--- src/rtl/core/hrp_pkg.sv ---
// Shared types, constants and helpers of the hex record halfword parser.
`default_nettype none

package hrp_pkg;

    localparam int          POS_W            = 10;
    localparam logic [9:0]  POS_MAX          = 10'd1023;
    localparam logic [9:0]  DATA_START       = 10'd9;
    localparam logic [31:0] FLASH_BASE_RESET = 32'h0800_0000;
    localparam logic [7:0]  HEX_ALPHA_BIAS   = 8'd55;

    // Work requested of the back end for one character.
    typedef enum logic [2:0] {
        OP_CLEAR,
        OP_COUNT_HI,
        OP_COUNT_LO,
        OP_OFFSET,
        OP_DATA_ACC,
        OP_DATA_EMIT
    } op_t;

    typedef struct packed {
        op_t        op;
        logic [3:0] nib;
    } cmd_t;

    // Hex digit to nibble; anything outside 0-9 / A-F maps to zero.
    function automatic logic [3:0] to_nibble(input logic [7:0] c);
        logic [7:0] diff;
        diff = c - HEX_ALPHA_BIAS;
        if (c >= "0" && c <= "9")
            return c[3:0];
        else if (c >= "A" && c <= "F")
            return diff[3:0];
        else
            return 4'd0;
    endfunction

endpackage

`default_nettype wire

--- src/rtl/core/hrp_ifs.sv ---
// Channel interfaces: character input, halfword results, configuration write.
`default_nettype none

interface hrp_in_if;
    logic       valid;
    logic       ready;
    logic [7:0] char_in;
    logic       record_start;
    modport source (output valid, output char_in, output record_start, input ready);
    modport sink   (input valid, input char_in, input record_start, output ready);
endinterface

interface hrp_out_if;
    logic        valid;
    logic        ready;
    logic [31:0] write_address;
    logic [15:0] halfword;
    logic [6:0]  word_index;
    logic        last_word;
    modport source (output valid, output write_address, output halfword,
                    output word_index, output last_word, input ready);
    modport sink   (input valid, input write_address, input halfword,
                    input word_index, input last_word, output ready);
endinterface

interface hrp_cfg_if;
    logic        valid;
    logic        ready;
    logic [31:0] flash_base;
    modport source (output valid, output flash_base, input ready);
    modport sink   (input valid, input flash_base, output ready);
endinterface

`default_nettype wire

--- src/rtl/core/hrp_front.sv ---
// Front end: tracks character position and turns each character into a command.
`default_nettype none

module hrp_front
(
    input  wire logic          clk,
    input  wire logic          rst_n,
    hrp_in_if.sink             chars,
    output hrp_pkg::cmd_t      cmd,
    output logic               cmd_valid,
    input  wire logic          cmd_ready
);

    logic [hrp_pkg::POS_W-1:0] pos_reg;
    logic [hrp_pkg::POS_W-1:0] pos_next;
    logic [hrp_pkg::POS_W-1:0] pos_inc;
    logic                      relevant;
    logic                      accept;

    assign chars.ready = cmd_ready;
    assign accept      = chars.valid && cmd_ready;
    assign pos_inc     = (pos_reg == hrp_pkg::POS_MAX) ? pos_reg : pos_reg + 1'b1;

    always_comb
    begin
        cmd.nib  = hrp_pkg::to_nibble(chars.char_in);
        cmd.op   = hrp_pkg::OP_DATA_ACC;
        relevant = 1'b1;
        if (chars.record_start)
        begin
            cmd.op = hrp_pkg::OP_CLEAR;
        end
        else if (pos_inc == 10'd1)
        begin
            cmd.op = hrp_pkg::OP_COUNT_HI;
        end
        else if (pos_inc == 10'd2)
        begin
            cmd.op = hrp_pkg::OP_COUNT_LO;
        end
        else if (pos_inc inside {[10'd3:10'd6]})
        begin
            cmd.op = hrp_pkg::OP_OFFSET;
        end
        else if (pos_inc >= hrp_pkg::DATA_START)
        begin
            // fourth digit of a group lands on a position that is a multiple of 4
            cmd.op = (pos_inc[1:0] == 2'b00) ? hrp_pkg::OP_DATA_EMIT : hrp_pkg::OP_DATA_ACC;
        end
        else
        begin
            relevant = 1'b0;   // record type field
        end
    end

    assign cmd_valid = chars.valid && relevant;

    always_comb
    begin
        pos_next = pos_reg;
        if (accept)
            pos_next = chars.record_start ? '0 : pos_inc;
    end

    always_ff @(posedge clk or negedge rst_n)
    begin
        if (!rst_n)
            pos_reg <= '0;
        else
            pos_reg <= pos_next;
    end

endmodule

`default_nettype wire

--- src/rtl/core/hrp_cmd_fifo.sv ---
// Command queue between front and back ends.
`default_nettype none

module hrp_cmd_fifo #(
    parameter int DEPTH = 2
)
(
    input  wire logic          clk,
    input  wire logic          rst_n,
    input  wire hrp_pkg::cmd_t push_cmd,
    input  wire logic          push_valid,
    output logic               push_ready,
    output hrp_pkg::cmd_t      pop_cmd,
    output logic               pop_valid,
    input  wire logic          pop_ready
);

    localparam int PTR_W = (DEPTH > 1) ? $clog2(DEPTH) : 1;
    localparam int CNT_W = $clog2(DEPTH + 1);

    hrp_pkg::cmd_t    mem_reg [DEPTH];
    logic [PTR_W-1:0] wr_ptr_reg, wr_ptr_next;
    logic [PTR_W-1:0] rd_ptr_reg, rd_ptr_next;
    logic [CNT_W-1:0] count_reg, count_next;
    logic             push, pop;

    assign push_ready = (count_reg != CNT_W'(DEPTH));
    assign pop_valid  = (count_reg != '0);
    assign push       = push_valid && push_ready;
    assign pop        = pop_valid && pop_ready;
    assign pop_cmd    = mem_reg[rd_ptr_reg];

    always_comb
    begin
        wr_ptr_next = wr_ptr_reg;
        rd_ptr_next = rd_ptr_reg;
        count_next  = count_reg;
        if (push)
            wr_ptr_next = (wr_ptr_reg == PTR_W'(DEPTH - 1)) ? '0 : wr_ptr_reg + 1'b1;
        if (pop)
            rd_ptr_next = (rd_ptr_reg == PTR_W'(DEPTH - 1)) ? '0 : rd_ptr_reg + 1'b1;
        case ({push, pop})
            2'b10:   count_next = count_reg + 1'b1;
            2'b01:   count_next = count_reg - 1'b1;
            default: count_next = count_reg;
        endcase
    end

    always_ff @(posedge clk or negedge rst_n)
    begin
        if (!rst_n)
        begin
            wr_ptr_reg <= '0;
            rd_ptr_reg <= '0;
            count_reg  <= '0;
        end
        else
        begin
            wr_ptr_reg <= wr_ptr_next;
            rd_ptr_reg <= rd_ptr_next;
            count_reg  <= count_next;
        end
    end

    always_ff @(posedge clk)
    begin
        if (push)
            mem_reg[wr_ptr_reg] <= push_cmd;
    end

`ifndef ASSERT_OFF
    a_count_bound: assert property (@(posedge clk) disable iff (!rst_n)
        count_reg <= CNT_W'(DEPTH))
        else $error("command queue over capacity");
    a_ptr_gap: assert property (@(posedge clk) disable iff (!rst_n)
        (count_reg == '0 || count_reg == CNT_W'(DEPTH)) |-> (wr_ptr_reg == rd_ptr_reg))
        else $error("queue pointers disagree with count");
`endif

endmodule

`default_nettype wire

--- src/rtl/core/hrp_back.sv ---
// Back end: record fields, halfword assembly and the result register.
`default_nettype none

module hrp_back
(
    input  wire logic          clk,
    input  wire logic          rst_n,
    input  wire hrp_pkg::cmd_t cmd,
    input  wire logic          cmd_valid,
    output logic               cmd_ready,
    input  wire logic [31:0]   flash_base,
    hrp_out_if.source          words
);

    logic [7:0]  count_reg,  count_next;
    logic [15:0] offset_reg, offset_next;
    logic [11:0] acc_reg,    acc_next;
    logic [6:0]  hw_cnt_reg, hw_cnt_next;

    logic        out_valid_reg, out_valid_next;
    logic [31:0] addr_reg, addr_next;
    logic [15:0] hw_reg,   hw_next;
    logic [6:0]  idx_reg,  idx_next;
    logic        last_reg, last_next;

    logic        out_free;
    logic        pop;
    logic        in_data;

    assign out_free  = !out_valid_reg || words.ready;
    assign cmd_ready = (cmd.op != hrp_pkg::OP_DATA_EMIT) || out_free;
    assign pop       = cmd_valid && cmd_ready;
    assign in_data   = hw_cnt_reg < count_reg[7:1];

    always_comb
    begin
        count_next     = count_reg;
        offset_next    = offset_reg;
        acc_next       = acc_reg;
        hw_cnt_next    = hw_cnt_reg;
        out_valid_next = out_valid_reg && !words.ready;
        addr_next      = addr_reg;
        hw_next        = hw_reg;
        idx_next       = idx_reg;
        last_next      = last_reg;
        if (pop)
        begin
            case (cmd.op)
                hrp_pkg::OP_CLEAR:
                begin
                    count_next  = '0;
                    offset_next = '0;
                    acc_next    = '0;
                    hw_cnt_next = '0;
                end
                hrp_pkg::OP_COUNT_HI: count_next  = {cmd.nib, 4'd0};
                hrp_pkg::OP_COUNT_LO: count_next  = {count_reg[7:4], count_reg[3:0] | cmd.nib};
                hrp_pkg::OP_OFFSET:   offset_next = {offset_reg[11:0], cmd.nib};
                hrp_pkg::OP_DATA_ACC:
                begin
                    if (in_data)
                        acc_next = {acc_reg[7:0], cmd.nib};
                end
                hrp_pkg::OP_DATA_EMIT:
                begin
                    if (in_data)
                    begin
                        out_valid_next = 1'b1;
                        addr_next      = flash_base | {16'd0, offset_reg};
                        hw_next        = {acc_reg, cmd.nib};
                        idx_next       = hw_cnt_reg;
                        last_next      = ({1'b0, hw_cnt_reg} + 8'd1) == {1'b0, count_reg[7:1]};
                        acc_next       = '0;
                        hw_cnt_next    = hw_cnt_reg + 1'b1;
                    end
                end
                default: ;
            endcase
        end
    end

    always_ff @(posedge clk or negedge rst_n)
    begin
        if (!rst_n)
        begin
            count_reg     <= '0;
            offset_reg    <= '0;
            acc_reg       <= '0;
            hw_cnt_reg    <= '0;
            out_valid_reg <= 1'b0;
        end
        else
        begin
            count_reg     <= count_next;
            offset_reg    <= offset_next;
            acc_reg       <= acc_next;
            hw_cnt_reg    <= hw_cnt_next;
            out_valid_reg <= out_valid_next;
        end
    end

    always_ff @(posedge clk)
    begin
        addr_reg <= addr_next;
        hw_reg   <= hw_next;
        idx_reg  <= idx_next;
        last_reg <= last_next;
    end

    assign words.valid         = out_valid_reg;
    assign words.write_address = addr_reg;
    assign words.halfword      = hw_reg;
    assign words.word_index    = idx_reg;
    assign words.last_word     = last_reg;

`ifndef ASSERT_OFF
    a_hw_cnt_bound: assert property (@(posedge clk) disable iff (!rst_n)
        hw_cnt_reg <= count_reg[7:1])
        else $error("halfword count beyond byte count");
    a_emit_needs_room: assert property (@(posedge clk) disable iff (!rst_n)
        (pop && cmd.op == hrp_pkg::OP_DATA_EMIT) |-> out_free)
        else $error("emit popped with result register busy");
`endif

endmodule

`default_nettype wire

--- src/rtl/core/hex_record_halfword_parser_unit.sv ---
// Top level of the hex record halfword parser.
`default_nettype none

// Takes one ASCII character per request on "chars" (record_start marks the
// colon) and returns one request on "words" per completed data halfword:
// flash_base OR the record offset, the halfword (first digit most
// significant), its index in the record and a last flag. The record type,
// checksum and any trailing odd byte are ignored; non-hex characters count
// as zero. A new character is taken every cycle while the command queue has
// room. The front end assigns positions and classifies each character, a
// QUEUE_DEPTH-entry command queue decouples it from the back end, which
// updates the record fields and holds the result in an output register.
// While the output is stalled only halfword-completing commands wait, so
// the queue absorbs up to QUEUE_DEPTH commands before "chars" deasserts
// ready. flash_base is written on "cfg" (always ready) and should only
// change while the unit is idle.
module hex_record_halfword_parser_unit #(
    parameter int QUEUE_DEPTH = 2
)
(
    input  wire logic clk,
    input  wire logic rst_n,
    hrp_in_if.sink    chars,
    hrp_out_if.source words,
    hrp_cfg_if.sink   cfg
);

    logic [31:0]   flash_base_reg;
    logic [31:0]   flash_base_next;

    hrp_pkg::cmd_t front_cmd;
    logic          front_valid;
    logic          front_ready;
    hrp_pkg::cmd_t back_cmd;
    logic          back_valid;
    logic          back_ready;

    // config register
    assign cfg.ready       = 1'b1;
    assign flash_base_next = (cfg.valid) ? cfg.flash_base : flash_base_reg;

    always_ff @(posedge clk or negedge rst_n)
    begin
        if (!rst_n)
            flash_base_reg <= hrp_pkg::FLASH_BASE_RESET;
        else
            flash_base_reg <= flash_base_next;
    end

    hrp_front u_front
    (
        .clk       (clk),
        .rst_n     (rst_n),
        .chars     (chars),
        .cmd       (front_cmd),
        .cmd_valid (front_valid),
        .cmd_ready (front_ready)
    );

    hrp_cmd_fifo #(
        .DEPTH (QUEUE_DEPTH)
    ) u_queue
    (
        .clk        (clk),
        .rst_n      (rst_n),
        .push_cmd   (front_cmd),
        .push_valid (front_valid),
        .push_ready (front_ready),
        .pop_cmd    (back_cmd),
        .pop_valid  (back_valid),
        .pop_ready  (back_ready)
    );

    hrp_back u_back
    (
        .clk        (clk),
        .rst_n      (rst_n),
        .cmd        (back_cmd),
        .cmd_valid  (back_valid),
        .cmd_ready  (back_ready),
        .flash_base (flash_base_reg),
        .words      (words)
    );

`ifndef ASSERT_OFF
    a_cfg_always_ready: assert property (@(posedge clk) disable iff (!rst_n)
        cfg.valid |=> (flash_base_reg == $past(cfg.flash_base)))
        else $error("flash_base write lost");
`endif

endmodule

`default_nettype wire

--- src/flat_wrapper.sv ---
// flat-port wrapper written by rule: the top's interface ports become plain ports
module hex_record_halfword_parser_unit_flat 
#(
    parameter int QUEUE_DEPTH = 2
)
  (clk, rst_n, chars_valid, chars_char_in, chars_record_start, chars_ready, words_valid, words_write_address, words_halfword, words_word_index, words_last_word, words_ready, cfg_valid, cfg_flash_base, cfg_ready);
  hrp_in_if chars_i ();
  hrp_out_if words_i ();
  hrp_cfg_if cfg_i ();
  input  wire logic clk;
  input  wire logic rst_n;
  input wire logic [$bits(chars_i.valid)-1:0] chars_valid;
  input wire logic [$bits(chars_i.char_in)-1:0] chars_char_in;
  input wire logic [$bits(chars_i.record_start)-1:0] chars_record_start;
  output wire logic [$bits(chars_i.ready)-1:0] chars_ready;
  output wire logic [$bits(words_i.valid)-1:0] words_valid;
  output wire logic [$bits(words_i.write_address)-1:0] words_write_address;
  output wire logic [$bits(words_i.halfword)-1:0] words_halfword;
  output wire logic [$bits(words_i.word_index)-1:0] words_word_index;
  output wire logic [$bits(words_i.last_word)-1:0] words_last_word;
  input wire logic [$bits(words_i.ready)-1:0] words_ready;
  input wire logic [$bits(cfg_i.valid)-1:0] cfg_valid;
  input wire logic [$bits(cfg_i.flash_base)-1:0] cfg_flash_base;
  output wire logic [$bits(cfg_i.ready)-1:0] cfg_ready;
  assign chars_i.valid = chars_valid;
  assign chars_i.char_in = chars_char_in;
  assign chars_i.record_start = chars_record_start;
  assign chars_ready = chars_i.ready;
  assign words_valid = words_i.valid;
  assign words_write_address = words_i.write_address;
  assign words_halfword = words_i.halfword;
  assign words_word_index = words_i.word_index;
  assign words_last_word = words_i.last_word;
  assign words_i.ready = words_ready;
  assign cfg_i.valid = cfg_valid;
  assign cfg_i.flash_base = cfg_flash_base;
  assign cfg_ready = cfg_i.ready;
  hex_record_halfword_parser_unit #(.QUEUE_DEPTH(QUEUE_DEPTH)) u_core (.clk(clk), .rst_n(rst_n), .chars(chars_i), .words(words_i), .cfg(cfg_i));
endmodule
--- config.mk ---
export PLATFORM = sky130hd
export DESIGN_NAME = hex_record_halfword_parser_unit_flat
export DESIGN_NICKNAME = d
export VERILOG_FILES = /design/src/rtl/core/hrp_pkg.sv /design/src/rtl/core/hrp_ifs.sv /design/src/rtl/core/hrp_front.sv /design/src/rtl/core/hrp_cmd_fifo.sv /design/src/rtl/core/hrp_back.sv /design/src/rtl/core/hex_record_halfword_parser_unit.sv /design/src/flat_wrapper.sv
export SDC_FILE = /design/constraint.sdc
export NUM_CORES = 1
export LEC_CHECK = 0
export BUFFER_PORTS_ARGS = -buffer_cell sky130_fd_sc_hd__buf_4
export CAP_MARGIN = 15
export CORE_MARGIN = 2
export CORE_UTILIZATION = 40
export DETAILED_ROUTE_END_ITERATION = 16
export HOLD_SLACK_MARGIN = 0.12
export MAX_ROUTING_LAYER = met4
export SLEW_MARGIN = 30
export SYNTH_ARGS = -nofsm -noshare
export SYNTH_HDL_FRONTEND = slang
export SYNTH_SLANG_ARGS = --single-unit
--- constraint.sdc ---
create_clock -name clk -period 6.25 [get_ports clk]
set_clock_uncertainty 0.05 [all_clocks]
set_input_delay 0.3125 -clock clk [delete_from_list [all_inputs] [get_ports clk]]
set_output_delay 0.3125 -clock clk [all_outputs]
set_load 0.005 [all_outputs]
==> results of run 1 <==
-- worst min-delay path by stage --
stage | to | cells after the start
floorplan | u_core.flash_base_reg[0]$_DFFE_PN0P_ | 0
CTS | u_core.u_front.pos_reg[3]$_DFFE_PN0P_ | 2
global route | u_core.u_front.pos_reg[0]$_DFFE_PN0P_ | 2
detailed placement | u_core.u_front.pos_reg[7]$_DFFE_PN0P_ | 1
global placement | u_core.u_front.pos_reg[5]$_DFFE_PN0P_ | 1
finish | u_core.u_front.pos_reg[3]$_DFFE_PN0P_ | 2
-- stage by stage --
stage                     utilization  std cells  worst slack, ns
after global routing            0.528        896             2.74
after detailed placement        0.470        830             3.06
after floorplan                     -        524             3.31
after global placement          0.470        830             3.01
after CTS                       0.527        895             3.04
final                           0.528        896             3.08
-- routing by layer --
layer  wire length [um]  part of all wire  vias up  track usage
li1                   -                 -     2188            -
met1               6380              0.45     2242        0.212
met2               6810              0.49      110        0.262
met3                608             0.043       18       0.0323
met4                238             0.017        0       0.0661
met5                  0                 0        -            -
-- power groups by stage --
stage          combinational, mW  clock (mW)  sequential, mW
2_1_floorplan              0.714           0            1.52
5_1_grt                     1.16        1.13            1.59
4_1_cts                     1.05        1.09            1.56
6_report                    1.04        1.06            1.56
3_3_place_gp                1.00           0            1.57
3_5_place_dp                1.03           0            1.58
-- kinds of logic (layout without fill, tap and decap cells) --
family,Yosys count,in the layout,share of synthesized area
DFF,159,159,0.632
buffers and inverters,48,200,0.0310
xor gates and xnor gates,14,14,0.0179
other,1,1,0.000547
muxes,55,55,0.0882
and+or+nand+nor,129,129,0.0949
AOI/OAI and AO/OA,105,105,0.112
adders and majority gates,13,13,0.0237
-- placed cells by master, fill, tap and decap left out, types with 2 or more instances in the layout --
master / n
or2_2: 18
o22a_1: 2
dlygate4sd3_1: 33
a2111oi_0: 3
nand4_1: 7
a22o_1: 12
and3_1: 3
a21o_1: 3
buf_4: 105
nand2b_1: 7
inv_8: 4
o21ai_0: 21
clkbuf_16: 18
nand3_1: 12
inv_1: 28
o31ai_1: 2
mux2i_1: 12
o211a_1: 3
a31o_2: 3
xnor2_1: 8
nor2_1: 38
nand2_1: 22
nor2b_1: 2
clkinv_4: 3
ha_1: 13
o21a_1: 5
and2_1: 3
nor3_1: 8
a31oi_1: 9
mux2_2: 43
a21oi_1: 22
xor2_1: 6
bufinv_16: 2
edfxtp_1: 70
o22ai_1: 7
inv_6: 3
dfrtp_1: 88
-- area by class of cell --
| type | instances | area [um2] | area share |
|---|---|---|---|
| inverters | 29 | 109 | 0.0124 |
| clock buffers | 19 | 454 | 0.0517 |
| flip-flops and latches | 159 | 4330 | 0.493 |
| well taps | 220 | 275 | 0.0313 |
| multi-input cells | 317 | 2320 | 0.264 |
| repair buffers | 139 | 1140 | 0.130 |
| clock inverters | 13 | 165 | 0.0188 |
-- worst reg2reg max path: cells and delay by family (launching register included) --
kind | cells | cell delay [ns]
flip-flops | 1 | 0.64
buffers and inverters | 2 | 0.94
AO/OA/AOI/OAI | 1 | 0.28
AND/OR/NAND/NOR | 4 | 0.89
==> flow_metrics.py, run 1 <==
metrics = {
    "synthesis": {
        "syn_area_mm2": 0.00685,
        "yosys.area.top_type": "dfrtp_1",
        "synth.area.top_cells": "dfrtp_1 (32%), edfxtp_1 (31%), mux2_2 (7.1%)",
        "synth-edff-count": 70,
        "synth.most_common_cell": "dfrtp_1",
        "avgSynthCellArea_um2": 13.1,
        "synth-async-reset-ratio": 0.560,
        "synth_top_area_frac": 0.321,
        "yosys_warnings": 0,
        "ys_ff_latch": 159,
        "synthesis.nets": 583,
        "yosysSeqAreaShare": 0.632,
        "ys_dominant_reg_cell": "dfrtp_1",
        "synth.distinct_cells": 57,
        "synthTopCellsByCount": "dfrtp_1 (88), edfxtp_1 (70), mux2_2 (43)",
        "syn_inst": 524,
    },
    "global_route": {
        "grt_overflow": 0,
        "grt_max_degree": 66,
        "grt_pass1_wl_um": 22900,
        "grt_pass1_vias": 4657,
        "grt.total_usage": 0.166,
        "antenna_found_initial": 0,
    },
    "power_and_ir_drop": {
        "finalPower_mw": 3.66,
        "switching_share": 0.319,
        "internal-power_mw": 2.49,
        "power_density_mw_per_mm2": 416,
        "pwr-share-seq": 0.426,
        "combPwrFrac": 0.284,
        "total_leakage_power_nw": 3.73,
        "ir_drop_mv": 0.247,
        "clock_power_share": 0.291,
        "switchingPower_mw": 1.17,
    },
    "worst_setup_path": {
        "ff2ff_setup_slack_ns": 3.08,
        "reg2reg_from": "u_core.u_queue.rd_ptr_reg$_DFFE_PN0P_",
        "cp-start-kind": "flip-flop",
        "r2r-end": "u_core.u_back.words.write_address[27]$_DFFE_PP_",
        "cp_max_fo": 31,
        "endpoint_kind": "flip-flop",
        "crit_buf_inv": 2,
        "endpoint": "u_core.u_back.words.write_address[27]$_DFFE_PP_",
        "slowest_stage": "dfrtp_1",
        "crit_path_frequent_cell": "nand2_1",
        "path_depth": 7,
        "critPathMaxStageDelay_ns": 0.64,
        "cp.required_ns": 6.27,
        "critical_path.top_delay_family": "buffers and inverters",
        "cp-startpoint": "u_core.u_queue.rd_ptr_reg$_DFFE_PN0P_",
        "crit_chain": "nand2_1 -> o22ai_1 -> nand2_1 -> nor4_2 -> nand2_1 -> inv_2 -> buf_4",
        "rr_worst_depth": 7,
        "critPathArrivalTime_ns": 3.18,
        "path_class": "reg2reg",
    },
    "timing": {
        "rsz0062_at_grt": "no",
        "hold_viol_final": 0,
        "max_freq_ghz": 0.316,
        "period_share": 0.507,
        "fin_crit_ns": 3.17,
        "setup_viol": 0,
        "fin_tns_setup_ns": 0,
        "maxSlewViolCount": 0,
        "maxSlewHeadroom": 0.554,
        "holdWs_ns": 0.182,
        "tightestPinTransition_ns": 0.668,
    },
    "clock_network": {
        "cts_max_level": 4,
        "hold_buffers": 33,
        "cts_setup_buffers": 0,
        "cts_buffers": 17,
        "cts_sinks": 159,
        "clk_pin_slew_worst_paths_ns": 0.07,
        "clkLatencyLatePin_ns": 0.42,
        "cts_buffer_depth": 2,
        "cts-resized-gates": 0,
        "tritoncts": "done",
        "root_buffer": "clkbuf_16",
    },
    "cells_and_area": {
        "syn_to_final_growth_pct": 28.2,
        "nets": 722,
        "n_antenna_cell": 0,
        "num-fill-cells": 1418,
        "final_cell_area_mm2": 0.00879,
        "drive_above_1_share": 0.318,
    },
    "placement": {
        "place.port_buffers": 103,
        "dp_hpwl_um": 9770,
        "gp_congestion": 0.887,
        "dpl_cell_area_mm2": 0.00782,
    },
    "detailed_routing": {
        "wl_um": 14000,
        "first_iter_violations": 275,
        "route.detailed.drc": 0,
        "vias": 4558,
        "first_pass_iters": 5,
        "viasPerCell": 5.09,
        "ant_nets": 0,
        "wl_per_cell_um": 15.7,
    },
    "outcome": {
        "outcome": "finished clean",
    },
    "floorplanning": {
        "die_h_um": 135,
        "rows": 47,
        "die_area_mm2": 0.0182,
        "initial_core_util": 0.412,
        "core_mm2": 0.0166,
        "io_pins": 105,
        "dieWidth_um": 135,
    },
    "hold_path": {
        "hp-start": "chars_record_start",
        "hp-class": "in2reg",
    },
    "flow_run": {
        "cap_viol_max_count": 0,
    },
}
Power figures use the tool's default switching activity.
==> run 2: changes to the inputs <==
Clock period 6.25 ns to 2.9 ns, I/O delays scaled along.
==> run 2 against run 1 <==
Compared with the run above:
- final cell count up 1.9%
- worst setup slack worse by 2.9 ns
- fmax up 16%
- global-route usage up 0.26 points
- first-iteration DRC count up 20%
- register-to-register slack worse by 2.9 ns
- sequential power up 110%
- non-clock buffer count up 17
- sequential cell count unchanged
==> flow_metrics.py, run 2 (synthesized netlist as in run 1, its figures left out) <==
metrics = {
    "global_route": {
        "antenna_found_initial": 0,
        "grt_pass1_vias": 4583,
        "grt.total_usage": 0.169,
        "grt_max_degree": 44,
        "grt_pass1_wl_um": 23200,
        "grt_overflow": 0,
    },
    "power_and_ir_drop": {
        "pwr-share-seq": 0.415,
        "clock_power_share": 0.280,
        "combPwrFrac": 0.306,
        "ir_drop_mv": 0.521,
        "power_density_mw_per_mm2": 898,
        "switching_share": 0.309,
        "internal-power_mw": 5.55,
        "finalPower_mw": 8.02,
        "total_leakage_power_nw": 3.79,
        "switchingPower_mw": 2.47,
    },
    "cells_and_area": {
        "n_antenna_cell": 0,
        "layout_commonest_cell": "buf_4",
        "layout_common_cells": "buf_4 (117), dfrtp_1 (88), edfxtp_1 (70)",
        "nets": 739,
        "stdcell_count": 913,
        "drive_above_1_share": 0.329,
        "syn_to_final_growth_pct": 30.4,
    },
    "worst_setup_path": {
        "cp.required_ns": 3.18,
        "endpoint_kind": "flip-flop",
        "cp-start-kind": "flip-flop",
        "cp_max_fo": 5,
        "path_class": "reg2reg",
        "critPathArrivalTime_ns": 3.01,
    },
    "clock_network": {
        "tritoncts": "done",
        "cts_max_level": 4,
        "clk_pin_slew_worst_paths_ns": 0.06,
        "clkLatencyLatePin_ns": 0.41,
        "root_buffer": "clkbuf_16",
        "cts_sinks": 159,
        "cts_buffer_depth": 2,
        "cts_buffers": 17,
        "cts_setup_buffers": 0,
    },
    "outcome": {
        "outcome": "finished clean",
    },
    "timing": {
        "setup_viol": 0,
        "maxSlewHeadroom": 0.587,
        "period_share": 0.940,
        "fin_tns_setup_ns": 0,
        "max_freq_ghz": 0.367,
        "maxSlewViolCount": 0,
        "holdWs_ns": 0.146,
        "layout_setup_ws_ns": 0.175,
        "tightestPinTransition_ns": 0.602,
        "hold_viol_final": 0,
        "rsz0062_at_grt": "no",
        "fin_crit_ns": 2.72,
    },
    "floorplanning": {
        "rows": 47,
        "io_pins": 105,
        "die_h_um": 135,
        "die_area_mm2": 0.0182,
        "dieWidth_um": 135,
        "initial_core_util": 0.412,
        "core_mm2": 0.0166,
    },
    "detailed_routing": {
        "first_pass_iters": 4,
        "ant_nets": 0,
        "viasPerCell": 5.12,
        "wl_per_cell_um": 15.5,
        "route.detailed.drc": 0,
        "vias": 4674,
        "first_iter_violations": 329,
        "wl_um": 14200,
    },
    "hold_path": {
        "hp-class": "in2reg",
    },
    "placement": {
        "place.port_buffers": 103,
        "dp_hpwl_um": 9950,
        "dp_slack_ns": 0.147,
        "gp_congestion": 0.780,
        "dp_cells": 844,
    },
    "flow_run": {
        "cap_viol_max_count": 0,
    },
}
==> run 2: cell types whose count changed in the layout (fill, tap and decap cells not counted), moves of 2 or more <==
cell           previous run  this run
inv_8                     4         0
clkbuf_1                  1         4
clkbuf_8                  0         2
buf_4                   105       117
clkinv_2                  0         2
dlygate4sd3_1            33        37
inv_6                     3         1
clkinv_4                  3         1
clkinvlp_4                1         3
==> run 2: path summary, 6_finish.rpt <==
| check | end | cells after the start | from | slack, ns |
|---|---|---|---|---|
| min in group asynchronous | u_core.u_front.pos_reg[8]$_DFFE_PN0P_ | 2 | rst_n | 0.21 |
| hold reg to reg | u_core.u_back.words.halfword[12]$_DFFE_PP_ | 0 | u_core.u_back.acc_reg[8]$_DFFE_PN0P_ | 0.39 |
| setup / recovery | u_core.u_queue.count_reg[1]$_DFFE_PN0P_ | 9 | u_core.u_front.pos_reg[1]$_DFFE_PN0P_ | 0.18 |
| max in group asynchronous | u_core.u_queue.wr_ptr_reg$_DFFE_PN0P_ | 3 | rst_n | 1.76 |
| hold / removal | u_core.u_queue.mem_reg[1][0]$_DFFE_PP_ | 3 | chars_char_in[0] | 0.15 |
| setup reg to reg | u_core.u_queue.count_reg[1]$_DFFE_PN0P_ | 9 | u_core.u_front.pos_reg[1]$_DFFE_PN0P_ | 0.18 |
==> run 2: final cells by class <==
cell class              instances  area (um2)
fillers                      1407        7700
flip-flops and latches        159        4330
multi-input cells             317        2330
repair buffers                156        1290
clock buffers                  23         468
well taps                     220         275
clock inverters                 9         133
inverters                      29         113
==> run 2: repair_timing <==
| item | in CTS | in global routing |
|---|---|---|
| hold buffers | 37 | 0 |
| gates resized for setup | 0 | 4 |
| hold endpoints to repair | 86 | 0 |
| setup endpoints to repair | 0 | 15 |
==> run 2: through the flow <==
step	area [um2]	util
5_1_grt	8940	0.537
4_1_cts	8920	0.536
3_5_place_dp	7950	0.478
3_3_place_gp	7950	0.478
2_1_floorplan	6860	-
6_report	8940	0.537
==> run 2: power by group through the flow <==
stage | registers, mW | logic (mW) | clock network (mW)
after floorplan | 3.28 | 1.54 | 0
after global placement | 3.35 | 2.35 | 0
after detailed placement | 3.37 | 2.40 | 0
after CTS | 3.33 | 2.45 | 2.30
after global routing | 3.40 | 2.73 | 2.41
final | 3.33 | 2.45 | 2.24
==> run 2: worst max-delay path, stage by stage, from the launching register on <==
cell and delay (ns):
dfrtp_1 0.38, ha_2 0.38, or3b_2 0.44, o21ai_0 0.10
o22ai_2 0.10, mux2i_2 0.21, o41ai_4 0.39, ha_1 0.32
nor2_1 0.13, xor2_1 0.14
==> run 2: routing by layer <==
| metal | share of wire | track usage |
|---|---|---|
| met1 | 0.45 | 0.219 |
| met2 | 0.49 | 0.263 |
| met3 | 0.046 | 0.0375 |
| met4 | 0.018 | 0.0596 |
| met5 | 0 | - |
